`src/hdl/gclv_pkg.sv`:
```
// gclv_pkg: shared types, codes and helpers of the g-code line receiver
// no dependencies
`timescale 1ns / 1ps
package gclv_pkg;

  localparam int QueueDepthDefault = 4;
  localparam int LineLengthDefault = 128;

  // input modes
  typedef enum logic [1:0] {
    MODE_BYTE   = 2'd0,
    MODE_RETIRE = 2'd1,
    MODE_CLEAR  = 2'd2,
    MODE_NONE   = 2'd3
  } mode_t;

  // result status codes
  typedef enum logic [2:0] {
    ST_ACCEPTED  = 3'd0,
    ST_LINE_ERR  = 3'd1,
    ST_SUM_ERR   = 3'd2,
    ST_NO_SUM    = 3'd3,
    ST_SUM_NO_N  = 3'd4,
    ST_FULL      = 3'd5,
    ST_RETIRED   = 3'd6,
    ST_EMPTY     = 3'd7
  } status_t;

  // character codes
  localparam logic [7:0] ChLf    = 8'h0A;
  localparam logic [7:0] ChCr    = 8'h0D;
  localparam logic [7:0] ChColon = 8'h3A;
  localparam logic [7:0] ChSemi  = 8'h3B;
  localparam logic [7:0] ChN     = 8'h4E;
  localparam logic [7:0] ChStar  = 8'h2A;
  localparam logic [7:0] ChM     = 8'h4D;
  localparam logic [7:0] ChOne   = 8'h31;
  localparam logic [7:0] ChZero  = 8'h30;
  localparam logic [7:0] ChSpace = 8'h20;
  localparam logic [7:0] ChPlus  = 8'h2B;
  localparam logic [7:0] ChMinus = 8'h2D;
  localparam logic [7:0] ChTab   = 8'h09;

  localparam logic [31:0] MagCap = 32'h8000_0001;
  localparam logic [31:0] MagMin = 32'h8000_0000;
  localparam logic [31:0] PosMax = 32'h7FFF_FFFF;

  // classified input item, front to back
  typedef struct packed {
    mode_t      mode;
    logic [7:0] data;
    logic       is_eol;
    logic       is_colon;
    logic       is_semi;
    logic       is_n;
    logic       is_star;
    logic       is_nul;
    logic       is_ws;
    logic       is_sign;
    logic       is_minus;
    logic       is_digit;
    logic [3:0] digit;
    logic       is_m;
    logic       is_one;
    logic       is_zero;
  } item_t;

  // decimal reader phases
  typedef enum logic [1:0] {
    PH_SKIP   = 2'd0,
    PH_DIGITS = 2'd1,
    PH_DONE   = 2'd2
  } phase_t;

  typedef struct packed {
    logic       active;
    phase_t     phase;
    logic       neg;
    logic [31:0] mag;
  } dec_t;

  localparam dec_t DecIdle = '{active: 1'b0, phase: PH_SKIP, neg: 1'b0, mag: 32'd0};

  // one character step of a decimal reader
  function automatic dec_t dec_step(dec_t d, item_t it);
    dec_t       r;
    logic [35:0] prod;
    r    = d;
    prod = ({4'd0, d.mag} << 3) + ({4'd0, d.mag} << 1) + {32'd0, it.digit};
    if (d.active) begin
      unique case (d.phase)
        PH_SKIP: begin
          if (it.is_ws) begin
            r.phase = PH_SKIP;
          end else if (it.is_sign) begin
            r.neg   = it.is_minus;
            r.phase = PH_DIGITS;
          end else if (it.is_digit) begin
            r.mag   = {28'd0, it.digit};
            r.phase = PH_DIGITS;
          end else begin
            r.phase = PH_DONE;
          end
        end
        PH_DIGITS: begin
          if (it.is_digit) begin
            r.mag = (prod > {4'd0, MagMin}) ? MagCap : prod[31:0];
          end else begin
            r.phase = PH_DONE;
          end
        end
        default: r.phase = PH_DONE;
      endcase
    end
    return r;
  endfunction

endpackage

```
`src/hdl/gclv_rx_if.sv`:
```
// gclv_rx_if / gclv_res_if: handshake channels of the line receiver
// no dependencies
`timescale 1ns / 1ps
interface gclv_rx_if;
  logic       valid;
  logic       ready;
  logic [1:0] mode;
  logic [7:0] rx_byte;
  modport source (output valid, mode, rx_byte, input ready);
  modport sink (input valid, mode, rx_byte, output ready);
endinterface

interface gclv_res_if;
  logic              valid;
  logic              ready;
  logic [2:0]        status;
  logic signed [31:0] last_line;
  logic [6:0]        line_length;
  logic [1:0]        slot;
  logic [2:0]        queued;
  modport source (output valid, status, last_line, line_length, slot, queued, input ready);
  modport sink (input valid, status, last_line, line_length, slot, queued, output ready);
endinterface

```
`src/hdl/gclv_front.sv`:
```
// gclv_front: accepts received items and classifies the character
// depends on gclv_pkg, gclv_rx_if
`timescale 1ns / 1ps
module gclv_front import gclv_pkg::*; (
  input  logic  rst,
  gclv_rx_if.sink rx,
  output logic  push,
  output item_t push_item,
  input  logic  full
);

  logic [7:0] c;
  assign c = rx.rx_byte;

  // take an item whenever the queue has room and reset is low
  assign rx.ready = !full && !rst;
  assign push     = rx.valid && rx.ready;

  // character classification
  always_comb begin
    push_item.mode     = mode_t'(rx.mode);
    push_item.data     = c;
    push_item.is_eol   = (c == ChLf) || (c == ChCr);
    push_item.is_colon = (c == ChColon);
    push_item.is_semi  = (c == ChSemi);
    push_item.is_n     = (c == ChN);
    push_item.is_star  = (c == ChStar);
    push_item.is_nul   = (c == 8'd0);
    push_item.is_ws    = (c == ChSpace) || ((c >= ChTab) && (c <= ChCr));
    push_item.is_sign  = (c == ChPlus) || (c == ChMinus);
    push_item.is_minus = (c == ChMinus);
    push_item.is_digit = (c >= ChZero) && (c <= (ChZero + 8'd9));
    push_item.digit    = 4'(c - ChZero);
    push_item.is_m     = (c == ChM);
    push_item.is_one   = (c == ChOne);
    push_item.is_zero  = (c == ChZero);
  end

endmodule

```
`src/hdl/gclv_queue.sv`:
```
// gclv_queue: two-entry queue of classified items between front and back
// depends on gclv_pkg
`timescale 1ns / 1ps
module gclv_queue import gclv_pkg::*; (
  input  logic  clk,
  input  logic  rst,
  input  logic  push,
  input  item_t push_item,
  output logic  full,
  output logic  head_valid,
  output item_t head_item,
  input  logic  pop
);

  item_t      entry [2];
  logic       wr_ptr;
  logic       rd_ptr;
  logic [1:0] count;

  assign full       = (count == 2'd2);
  assign head_valid = (count != 2'd0);
  assign head_item  = entry[rd_ptr];

  // pointers and fill level
  always_ff @(posedge clk) begin
    if (rst) begin
      wr_ptr <= 1'b0;
      rd_ptr <= 1'b0;
      count  <= 2'd0;
    end else begin
      if (push) wr_ptr <= !wr_ptr;
      if (pop) rd_ptr <= !rd_ptr;
      count <= count + 2'(push) - 2'(pop);
    end
  end

  // payload storage
  always_ff @(posedge clk) begin
    if (push) entry[wr_ptr] <= push_item;
  end

endmodule

```
`src/hdl/gclv_back.sv`:
```
// gclv_back: line assembly, incremental checks, slot ring and result register
// depends on gclv_pkg, gclv_res_if
`timescale 1ns / 1ps
module gclv_back import gclv_pkg::*; #(
  parameter int QUEUE_DEPTH = QueueDepthDefault,
  parameter int LINE_LENGTH = LineLengthDefault
) (
  input  logic  clk,
  input  logic  rst,
  input  logic  head_valid,
  input  item_t head_item,
  output logic  pop,
  gclv_res_if.source res
);

  localparam int SW  = (QUEUE_DEPTH > 1) ? $clog2(QUEUE_DEPTH) : 1;
  localparam int CW  = $clog2(LINE_LENGTH);
  localparam int QCW = $clog2(QUEUE_DEPTH + 1);
  localparam logic [SW-1:0]  LastSlot = SW'(QUEUE_DEPTH - 1);
  localparam logic [CW-1:0]  LenLimit = CW'(LINE_LENGTH - 1);
  localparam logic [QCW-1:0] QDepth   = QCW'(QUEUE_DEPTH);

  // line store, written only
  logic [7:0] line_store [QUEUE_DEPTH][LINE_LENGTH];

  logic [SW-1:0]  read_slot, read_slot_next;
  logic [SW-1:0]  write_slot, write_slot_next;
  logic [QCW-1:0] queue_count, queue_count_next;
  logic [CW-1:0]  char_count, char_count_next;
  logic           in_comment, in_comment_next;
  logic [31:0]    last_number, last_number_next;
  logic [7:0]     running_xor, running_xor_next;
  logic           has_n, has_n_next;
  logic           has_star, has_star_next;
  logic           has_resync, has_resync_next;
  logic           nul_seen, nul_seen_next;
  logic [1:0]     resync_match, resync_match_next;
  dec_t           num_dec, num_dec_next;
  dec_t           sum_dec, sum_dec_next;

  logic           out_valid;
  status_t        out_status;
  logic [31:0]    out_last;
  logic [6:0]     out_len;
  logic [1:0]     out_slot;
  logic [2:0]     out_queued;

  logic           emit;
  status_t        emit_status;
  logic [CW-1:0]  emit_len;
  logic [SW-1:0]  emit_slot;
  logic           store_en;
  logic           line_end;
  logic [31:0]    number_value;
  logic           sum_bad;
  item_t          it;

  assign it  = head_item;
  assign pop = head_valid && (!out_valid || res.ready);

  function automatic logic [SW-1:0] next_slot(logic [SW-1:0] s);
    return (s == LastSlot) ? '0 : s + 1'b1;
  endfunction

  // line number and checksum values from the decimal readers
  always_comb begin
    if (num_dec.neg) begin
      number_value = (num_dec.mag >= MagMin) ? MagMin : (32'd0 - num_dec.mag);
    end else begin
      number_value = (num_dec.mag > PosMax) ? PosMax : num_dec.mag;
    end
    sum_bad = (sum_dec.neg && (sum_dec.mag != 32'd0)) ||
              (sum_dec.mag != {24'd0, running_xor});
  end

  assign line_end = it.is_eol || (it.is_colon && !in_comment) || (char_count >= LenLimit);

  // next state of the receiver
  always_comb begin
    read_slot_next    = read_slot;
    write_slot_next   = write_slot;
    queue_count_next  = queue_count;
    char_count_next   = char_count;
    in_comment_next   = in_comment;
    last_number_next  = last_number;
    running_xor_next  = running_xor;
    has_n_next        = has_n;
    has_star_next     = has_star;
    has_resync_next   = has_resync;
    nul_seen_next     = nul_seen;
    resync_match_next = resync_match;
    num_dec_next      = num_dec;
    sum_dec_next      = sum_dec;
    emit              = 1'b0;
    emit_status       = ST_ACCEPTED;
    emit_len          = '0;
    emit_slot         = write_slot;
    store_en          = 1'b0;

    if (pop) begin
      unique case (it.mode)
        MODE_RETIRE: begin
          emit      = 1'b1;
          emit_slot = read_slot;
          if (queue_count == '0) begin
            emit_status = ST_EMPTY;
          end else begin
            emit_status      = ST_RETIRED;
            queue_count_next = queue_count - 1'b1;
            read_slot_next   = next_slot(read_slot);
          end
        end
        MODE_CLEAR: begin
          if (queue_count != '0) begin
            write_slot_next  = next_slot(read_slot);
            queue_count_next = QCW'(1);
            char_count_next  = '0;
            in_comment_next  = 1'b0;
          end
        end
        MODE_BYTE: begin
          if (queue_count >= QDepth) begin
            emit        = 1'b1;
            emit_status = ST_FULL;
            emit_len    = char_count;
          end else if (line_end) begin
            char_count_next = '0;
            if (char_count == '0) begin
              in_comment_next = 1'b0;
            end else if (!in_comment) begin
              // line complete: run the checks
              emit     = 1'b1;
              emit_len = char_count;
              if (has_n) begin
                if ((number_value != last_number + 32'd1) && !has_resync) begin
                  emit_status = ST_LINE_ERR;
                end else if (!has_star) begin
                  emit_status = ST_NO_SUM;
                end else if (sum_bad) begin
                  emit_status = ST_SUM_ERR;
                end else begin
                  emit_status = ST_ACCEPTED;
                end
              end else if (has_star) begin
                emit_status = ST_SUM_NO_N;
              end else begin
                emit_status = ST_ACCEPTED;
              end
              if (emit_status == ST_ACCEPTED) begin
                if (has_n) last_number_next = number_value;
                write_slot_next  = next_slot(write_slot);
                queue_count_next = queue_count + 1'b1;
              end
            end
          end else begin
            in_comment_next = in_comment || it.is_semi;
            if (!(in_comment || it.is_semi)) begin
              store_en        = 1'b1;
              char_count_next = char_count + 1'b1;
              if (it.is_nul) begin
                nul_seen_next = 1'b1;
              end else if (!nul_seen) begin
                // incremental checks on a stored character
                num_dec_next = dec_step(num_dec, it);
                sum_dec_next = dec_step(sum_dec, it);
                if (it.is_n && !has_n) begin
                  has_n_next          = 1'b1;
                  num_dec_next        = DecIdle;
                  num_dec_next.active = 1'b1;
                end
                if (it.is_star && !has_star) begin
                  has_star_next       = 1'b1;
                  sum_dec_next        = DecIdle;
                  sum_dec_next.active = 1'b1;
                end
                if (!(has_star || it.is_star)) running_xor_next = running_xor ^ it.data;
                if ((resync_match == 2'd0 && it.is_m) || (resync_match == 2'd1 && it.is_one) ||
                    (resync_match == 2'd2 && it.is_one)) begin
                  resync_match_next = resync_match + 2'd1;
                end else if (resync_match == 2'd3 && it.is_zero) begin
                  has_resync_next   = 1'b1;
                  resync_match_next = 2'd0;
                end else begin
                  resync_match_next = it.is_m ? 2'd1 : 2'd0;
                end
              end
            end
          end
        end
        default: begin
        end
      endcase
      // a line that starts over drops all parse state but the comment flag
      if (char_count_next == '0) begin
        running_xor_next  = 8'd0;
        has_n_next        = 1'b0;
        has_star_next     = 1'b0;
        has_resync_next   = 1'b0;
        nul_seen_next     = 1'b0;
        resync_match_next = 2'd0;
        num_dec_next      = DecIdle;
        sum_dec_next      = DecIdle;
      end
    end
  end

  // state and result register
  always_ff @(posedge clk) begin
    if (rst) begin
      read_slot    <= '0;
      write_slot   <= '0;
      queue_count  <= '0;
      char_count   <= '0;
      in_comment   <= 1'b0;
      last_number  <= 32'd0;
      running_xor  <= 8'd0;
      has_n        <= 1'b0;
      has_star     <= 1'b0;
      has_resync   <= 1'b0;
      nul_seen     <= 1'b0;
      resync_match <= 2'd0;
      num_dec      <= DecIdle;
      sum_dec      <= DecIdle;
      out_valid    <= 1'b0;
    end else begin
      read_slot    <= read_slot_next;
      write_slot   <= write_slot_next;
      queue_count  <= queue_count_next;
      char_count   <= char_count_next;
      in_comment   <= in_comment_next;
      last_number  <= last_number_next;
      running_xor  <= running_xor_next;
      has_n        <= has_n_next;
      has_star     <= has_star_next;
      has_resync   <= has_resync_next;
      nul_seen     <= nul_seen_next;
      resync_match <= resync_match_next;
      num_dec      <= num_dec_next;
      sum_dec      <= sum_dec_next;
      if (emit) begin
        out_valid <= 1'b1;
      end else if (res.ready) begin
        out_valid <= 1'b0;
      end
    end
  end

  // result payload
  always_ff @(posedge clk) begin
    if (emit) begin
      out_status <= emit_status;
      out_last   <= last_number_next;
      out_len    <= 7'(emit_len);
      out_slot   <= 2'(emit_slot);
      out_queued <= 3'(queue_count_next);
    end
  end

  // character store
  always_ff @(posedge clk) begin
    if (store_en) line_store[write_slot][char_count] <= it.data;
  end

  assign res.valid       = out_valid;
  assign res.status      = out_status;
  assign res.last_line   = out_last;
  assign res.line_length = out_len;
  assign res.slot        = out_slot;
  assign res.queued      = out_queued;

endmodule

```
`src/hdl/gcode_line_receiver_validator_top.sv`:
```
// gcode_line_receiver_validator_top: serial g-code line receiver and checker
// depends on gclv_pkg, gclv_rx_if, gclv_res_if, gclv_front, gclv_queue, gclv_back
//
// usage
//   rx channel: one item per transfer, mode 0 carries a received character,
//   mode 1 retires the oldest queued line, mode 2 clears all but the oldest.
//   res channel: at most one result per item (status, last accepted line
//   number, line length, slot, lines queued).
//   throughput: one item per cycle unless a held result stalls; the back
//   end executes one item per cycle out of a two-entry queue behind the
//   classifying front end. An item is written to the queue at its
//   transfer; the back end takes it from the queue head and loads the
//   result register, and waits while an unaccepted result is held.
//   line checks run character by character, so a line end costs no more
//   than any other character.
//   when the receiver stalls the result register holds; the back end stops,
//   the queue fills, and rx ready falls after at most two more transfers.
//   reset is synchronous and clears the ring, the counters and the parse
//   state; the line store is not cleared and needs no clearing pass.
//   rx ready is low while reset is asserted.
`timescale 1ns / 1ps
module gcode_line_receiver_validator_top import gclv_pkg::*; #(
  parameter int QUEUE_DEPTH = QueueDepthDefault,
  parameter int LINE_LENGTH = LineLengthDefault
) (
  input logic clk,
  input logic rst,
  gclv_rx_if.sink    rx_ch,
  gclv_res_if.source res_ch
);

  logic  push;
  item_t push_item;
  logic  full;
  logic  head_valid;
  item_t head_item;
  logic  pop;

  // classification
  gclv_front u_front (
    .rst       (rst),
    .rx        (rx_ch),
    .push      (push),
    .push_item (push_item),
    .full      (full)
  );

  // decoupling queue
  gclv_queue u_queue (
    .clk        (clk),
    .rst        (rst),
    .push       (push),
    .push_item  (push_item),
    .full       (full),
    .head_valid (head_valid),
    .head_item  (head_item),
    .pop        (pop)
  );

  // execution
  gclv_back #(
    .QUEUE_DEPTH (QUEUE_DEPTH),
    .LINE_LENGTH (LINE_LENGTH)
  ) u_back (
    .clk        (clk),
    .rst        (rst),
    .head_valid (head_valid),
    .head_item  (head_item),
    .pop        (pop),
    .res        (res_ch)
  );

endmodule

```
`src/flat_wrapper.sv`:
```
// flat-port wrapper written by rule: the top's interface ports become plain ports
module gcode_line_receiver_validator_top_flat import gclv_pkg::*;
#(
  parameter int QUEUE_DEPTH = QueueDepthDefault,
  parameter int LINE_LENGTH = LineLengthDefault
)
  (clk, rst, rx_ch_valid, rx_ch_mode, rx_ch_rx_byte, rx_ch_ready, res_ch_valid, res_ch_status, res_ch_last_line, res_ch_line_length, res_ch_slot, res_ch_queued, res_ch_ready);
  gclv_rx_if rx_ch_i ();
  gclv_res_if res_ch_i ();
  input logic clk;
  input logic rst;
  input wire logic [$bits(rx_ch_i.valid)-1:0] rx_ch_valid;
  input wire logic [$bits(rx_ch_i.mode)-1:0] rx_ch_mode;
  input wire logic [$bits(rx_ch_i.rx_byte)-1:0] rx_ch_rx_byte;
  output wire logic [$bits(rx_ch_i.ready)-1:0] rx_ch_ready;
  output wire logic [$bits(res_ch_i.valid)-1:0] res_ch_valid;
  output wire logic [$bits(res_ch_i.status)-1:0] res_ch_status;
  output wire logic [$bits(res_ch_i.last_line)-1:0] res_ch_last_line;
  output wire logic [$bits(res_ch_i.line_length)-1:0] res_ch_line_length;
  output wire logic [$bits(res_ch_i.slot)-1:0] res_ch_slot;
  output wire logic [$bits(res_ch_i.queued)-1:0] res_ch_queued;
  input wire logic [$bits(res_ch_i.ready)-1:0] res_ch_ready;
  assign rx_ch_i.valid = rx_ch_valid;
  assign rx_ch_i.mode = rx_ch_mode;
  assign rx_ch_i.rx_byte = rx_ch_rx_byte;
  assign rx_ch_ready = rx_ch_i.ready;
  assign res_ch_valid = res_ch_i.valid;
  assign res_ch_status = res_ch_i.status;
  assign res_ch_last_line = res_ch_i.last_line;
  assign res_ch_line_length = res_ch_i.line_length;
  assign res_ch_slot = res_ch_i.slot;
  assign res_ch_queued = res_ch_i.queued;
  assign res_ch_i.ready = res_ch_ready;
  gcode_line_receiver_validator_top #(.QUEUE_DEPTH(QUEUE_DEPTH), .LINE_LENGTH(LINE_LENGTH)) u_core (.clk(clk), .rst(rst), .rx_ch(rx_ch_i), .res_ch(res_ch_i));
endmodule
```
`config.mk`:
```
export PLATFORM = sky130hd
export DESIGN_NAME = gcode_line_receiver_validator_top_flat
export DESIGN_NICKNAME = d
export VERILOG_FILES = /design/src/hdl/gclv_pkg.sv /design/src/hdl/gclv_rx_if.sv /design/src/hdl/gclv_front.sv /design/src/hdl/gclv_queue.sv /design/src/hdl/gclv_back.sv /design/src/hdl/gcode_line_receiver_validator_top.sv /design/src/flat_wrapper.sv
export SDC_FILE = /design/constraint.sdc
export NUM_CORES = 1
export LEC_CHECK = 0
export BUFFER_PORTS_ARGS = -buffer_cell sky130_fd_sc_hd__buf_2
export CORE_UTILIZATION = 40
export CTS_BUF_LIST = sky130_fd_sc_hd__clkbuf_2 sky130_fd_sc_hd__clkbuf_4 sky130_fd_sc_hd__clkbuf_8
export DETAILED_ROUTE_END_ITERATION = 10
export PLACE_DENSITY = 0.67
export SYNTH_ARGS = -nofsm -noshare
export SYNTH_HDL_FRONTEND = slang
export SYNTH_HIERARCHICAL = 1
export SYNTH_SLANG_ARGS = --single-unit
```
`constraint.sdc`:
```
create_clock -name clk -period 6.7 [get_ports clk]
set_clock_uncertainty 0.2 [all_clocks]
set_input_delay 0.335 -clock clk [delete_from_list [all_inputs] [get_ports clk]]
set_output_delay 0.335 -clock clk [all_outputs]
set_load 0.02 [all_outputs]
```
Word-level counts from Yosys, hierarchy flattened:

Memories as Yosys holds them, arrays and structs flattened. A register that Yosys moved wholly into a read port is not among the register bits.
Cells that the tools add are included.
W data, S select, Z words.

* register bits after elaboration: 185
* RAM bits: 54
* bits of input ports: 14
* output and inout bits: 49
* word-level logic and storage cells: 344
* memories: 1

Memory list
* u_core.u_queue.entry: words 2, width 27, rd ports 1, clocked after Yosys merged registers in 1, wr ports 1, line gclv_queue.sv:15 `item_t entry [2];`

* add/sub/neg operators: 15
* $lt $le $gt $ge: 10
* equality and inequality tests: 50
* mux-type cells: 160
* bitwise gates (word level): 2
* reductions and logical operators: 77

Operators by type and width (number)
* $mux W36: 16
* $mux W32: 17
* $pmux W32 S2: 2
* $add A35 B33 Y36: 2
* $add A36 B4 Y36: 2
* $gt A36 B32 Y1 const B: 2
* $mux W35: 2
* $eq A8 B6 Y1 const B: 8
* $mux W8: 8
* $mux W7: 9
* $mux W3: 20
* $mux W1: 52
* $mux W2: 25
* $mux W33: 1
* $add A32 B1 Y32 const B: 1
* $ge A32 B32 Y1 const B: 1
* $gt A32 B31 Y1 const B: 1
* $ne A32 B32 Y1: 1
* $ne A32 B8 Y1: 1
* $reduce_and A8 Y1: 4
* $reduce_bool A32 Y1: 1
* $sub A1 B32 Y32 const A: 1
* $reduce_and A9 Y1: 3
* $reduce_and A13 Y1: 2
* other kinds (45): 132

Depth between registers and ports, before layout:

* word-level depth: 21
* gate-level depth with buffers: 19
* mapped depth without buffers: 16

Cells and area by module:

Netlist, hierarchy kept.

Modules (own cells, without submodules)
* gclv_back: instances 1, cells an instance 1738, area each 14616.5 µm², seq. area each 4093.9 µm²
* gclv_queue: instances 1, cells an instance 105, area each 2270.9 µm², seq. area each 1721.7 µm²
* gclv_front: instances 1, cells an instance 49, area each 334.1 µm², seq. area each 0.0 µm²

Worst setup path after synthesis:

Ideal clock, no wire load.

* path type: register to register
* start: register with a tool-made name
* end: register u_core/u_back/sum_dec[13] in the netlist's numbering
* setup time: 61 ps
* arrival time: 4948 ps
* data required time: 6439 ps
* setup slack: 1491 ps
* cell stages (with the launch flop): 20
* path buffers: 4
* clock period less this slack: 5209 ps
* cells stage by stage: dfxtp_1 -> buf_6 -> buf_12 -> mux2_4 -> fa_1 -> inv_1 -> fa_1 -> nor2b_1 -> o31a_1 -> a21oi_1 -> or4_1 -> a2111o_1 -> or4_1 -> nor4_1 -> nand4_1 -> o41ai_1 -> and2_1 -> clkbuf_1 -> clkbuf_1 -> a32o_1

RTL lines
* end signal: assignment: line gclv_back.sv:223 `sum_dec <= DecIdle;`
* end signal: assignment: line gclv_back.sv:239 `sum_dec <= sum_dec_next;`
* end: declaration: line gclv_back.sv:39 `dec_t sum_dec, sum_dec_next;`

==> metrics <==
slowest cell delay on critical path approximately 0.83 ns; syn_nets approximately 2,100; cells after synthesis around 1,900; Worst EP required 6.98 ns; Highest Signal Layer met4; H-tree depth 2; initial core utilization about two fifths; worst-path maximum fanout 24; 1st-iter DRT viols 1,040; Root Driver clkbuf_8; Worst Hold Launch rx_ch_valid; wire length on met3 around 2 mm; CP Class reg2reg; Max IR drop VDD roughly 0.21 mV; Nets roughly 2,100; Reg2Reg Setup Slack about 0.94 ns; Pwr Density about 200 nW/um2; Yosys cell types a little over 90; Routability Congestion 0.888; # diodes 0; worst path arrival time approximately 6.1 ns; IO Pins 63; Pwr Total roughly 3.8 mW; most frequent cells in the layout 142 x ha_1, 139 x dfxtp_1, 136 x nand2_1, 136 x nor2_1, 116 x a21oi_1; worst slew pin tran between 1 and 1.5 ns; met2 WL about 20 mm; pin count of the biggest net entering global routing 56; global route total overflow 0; CTS Buf Count 41; Initial DRT Pass Iterations 5; yosys warns 6; sequential fraction of the synthesis area between 30% and 40%; final period utilization roughly 86%; first-pass GRT wire length slightly above 70 mm; DRT met1 WL 20.1 mm; max-slew violations 0; initial antenna violation count 0; crit path max-delay cell type and2_1; Post-synth EDFFs about 100; clock buffer depth 3; setup TNS 0 ns; vias in the first global route between 10,000 and 15,000; Worst-Skew Late Latency roughly 0.55 ns; Fin. Hold Viols 0; unrepaired setup endpoints after global routing no; Cell Area, Synth approximately 17,000 um2; asr flop ratio synth 0%; slew margin rel. around 19%; final worst path period need roughly 5.8 ns; detailed placer's ending HPWL between 30 and 40 mm; nature of the critical path endpoint flop; outcome finished clean; CP cell instances mux2_4 > fa_1 > inv_1 > fa_1 > nor2b_1 > o31a_1 > a21oi_1 > or4_1 > a2111o_1 > or4_1 > nor4_1 > nand4_1 > o41ai_1 > and2_1 > a32o_1; leading cell type in the layout, fill and taps excluded ha_1; die height between 200 and 250 um; endpoints failing setup 0; remaining antenna violation count 0; Lkg Pwr between 8 and 9 nW; syn_area_per_cell slightly above 9 um2; die area between 40,000 and 50,000 um2; Via density between 5 and 6; num rows 75; drt wl/cell roughly 17 um; Area Overhead vs Synth 9.08%; CP startpoint kind flop; number of synthesized register bits 240; GRT Resource Usage Total about 19%; Max Fclk ~170 MHz; Sink Count 240; CTS tree done; final wirelength 43.2 mm; Synth Flop Type dfxtp_1; Vias between 10,000 and 15,000; largest delay contributor family on the critical path simple AND/OR/NAND/NOR gates; clk slew on worst S/H paths about 0.060 ns; chip width between 200 and 250 um; Max Cap Violations 0; CORE AREA approximately 42,000 um2; Remaining DRCs 0; share of cells above drive strength 1 11.6%; IO Port Bufs 62; WHS roughly 0.038 ns; crit path buf inv count 1; worst hold path class in2reg
==> cell type report <==
type                    instances  area, um2
flip-flops and latches        240       5820
inverters                      52        195
clock inverters                11       81.3
well taps                     539        674
multi-input cells            1496      10700
clock buffers                  63        748
fillers                      4019      23400
repair buffers                 92        566
==> logic make-up (layout without fill, tap and decap cells) <==
| group | Yosys count | after routing | share of synthesized area (%) |
|---|---|---|---|
| mux | 59 | 59 | 4.24 |
| xor+xnor | 110 | 110 | 5.67 |
| fa+ha+maj | 146 | 146 | 10.8 |
| compound gates | 507 | 507 | 20.7 |
| buf+inv | 156 | 218 | 4.16 |
| flops | 240 | 240 | 33.8 |
| simple gates | 674 | 674 | 20.6 |
==> Yosys cell counts, types with 10 or more instances <==
library cell	number	share of area (%)
ha_1	142	10
dfxtp_1	139	16
nor2_1	137	3.0
nand2_1	136	3.0
a21oi_1	117	3.4
edfxtp_1	101	18
o21ai_0	83	2.4
clkbuf_1	69	1.5
xnor2_1	67	3.4
nor3_1	59	1.7
inv_1	51	1.1
nand3_1	50	1.5
a21o_1	47	2.0
nor2b_1	46	1.7
xor2_1	42	2.1
nand4_1	34	1.2
nor4_1	34	1.2
a32o_1	26	1.5
or3_1	26	0.94
and2_1	25	0.91
nand2b_1	25	0.91
a211oi_1	24	1.0
a22o_1	24	1.2
a31oi_1	24	0.87
and3_1	22	0.80
mux2_4	20	1.7
mux2_1	17	1.1
or4_1	16	0.70
buf_4	15	0.65
mux2_2	15	0.98
o21a_1	14	0.61
a211o_1	11	0.56
a311oi_1	11	0.56
or2_1	11	0.40
or2_2	11	0.40
o31ai_1	10	0.44
==> power by group <==
group	switching (mW)	internal, mW	total, mW
Sequential	0.0576	1.64	1.70
Combinational	0.490	0.270	0.759
Clock	0.588	0.751	1.34
==> sequential cells by signal, indices dropped and copies added (netlist names), 2 cells and up, named ones only <==
signal,flops
u_core/u_back/char_count,7
u_core/u_back/last_number,32
u_core/u_back/num_dec,36
u_core/u_back/queue_count,3
u_core/u_back/read_slot,2
u_core/u_back/res.last_line,32
u_core/u_back/res.line_length,7
u_core/u_back/res.queued,3
u_core/u_back/res.slot,2
u_core/u_back/res.status,3
u_core/u_back/resync_match,2
u_core/u_back/running_xor,8
u_core/u_back/sum_dec,36
u_core/u_back/write_slot,2
u_core/u_queue/count,2
u_core/u_queue/entry,54
==> layer usage <==
layer / vias up / global-route usage [%]
li1: 7229 / -
met1: 7117 / 26.2
met2: 394 / 32.4
met3: 80 / 2.69
met4: 0 / 5.69
met5: - / 0
==> tightest hold or removal path: cells and delay by family <==
| kind | cells | cell delay [ns] |
|---|---|---|
| xor+xnor | 1 | 0.08 |
| simple gates | 2 | 0.25 |
| buf+inv | 1 | 0.07 |
==> final timing paths <==
kind | cells after the start | to
worst max-delay path | 15 | u_core/u_back/sum_dec[12]$_SDFFE_PP0P_
worst min-delay path | 4 | u_core/u_queue/wr_ptr$_SDFFE_PP0P_
worst max register to register | 15 | u_core/u_back/sum_dec[12]$_SDFFE_PP0P_
worst min register to register | 2 | u_core/u_back/nul_seen$_SDFFE_PP0P_
==> per-stage QoR <==
step,cells,utilization (%),setup slack [ns],area (um2)
6_report,2493,44.5,0.939,18800
5_1_grt,2493,44.5,0.618,18800
4_1_cts,2493,44.5,1.05,18800
3_5_place_dp,2407,42.2,1.05,17800
3_3_place_gp,2407,42.2,1.20,17800
2_1_floorplan,1892,-,1.49,17200
==> repair_timing <==
item,CTS,global route
gates resized for setup,0,0
hold buffers,12,0
hold endpoints to repair,37,0
setup buffers,0,0
Note: power is estimated with default switching activity, not from simulation.
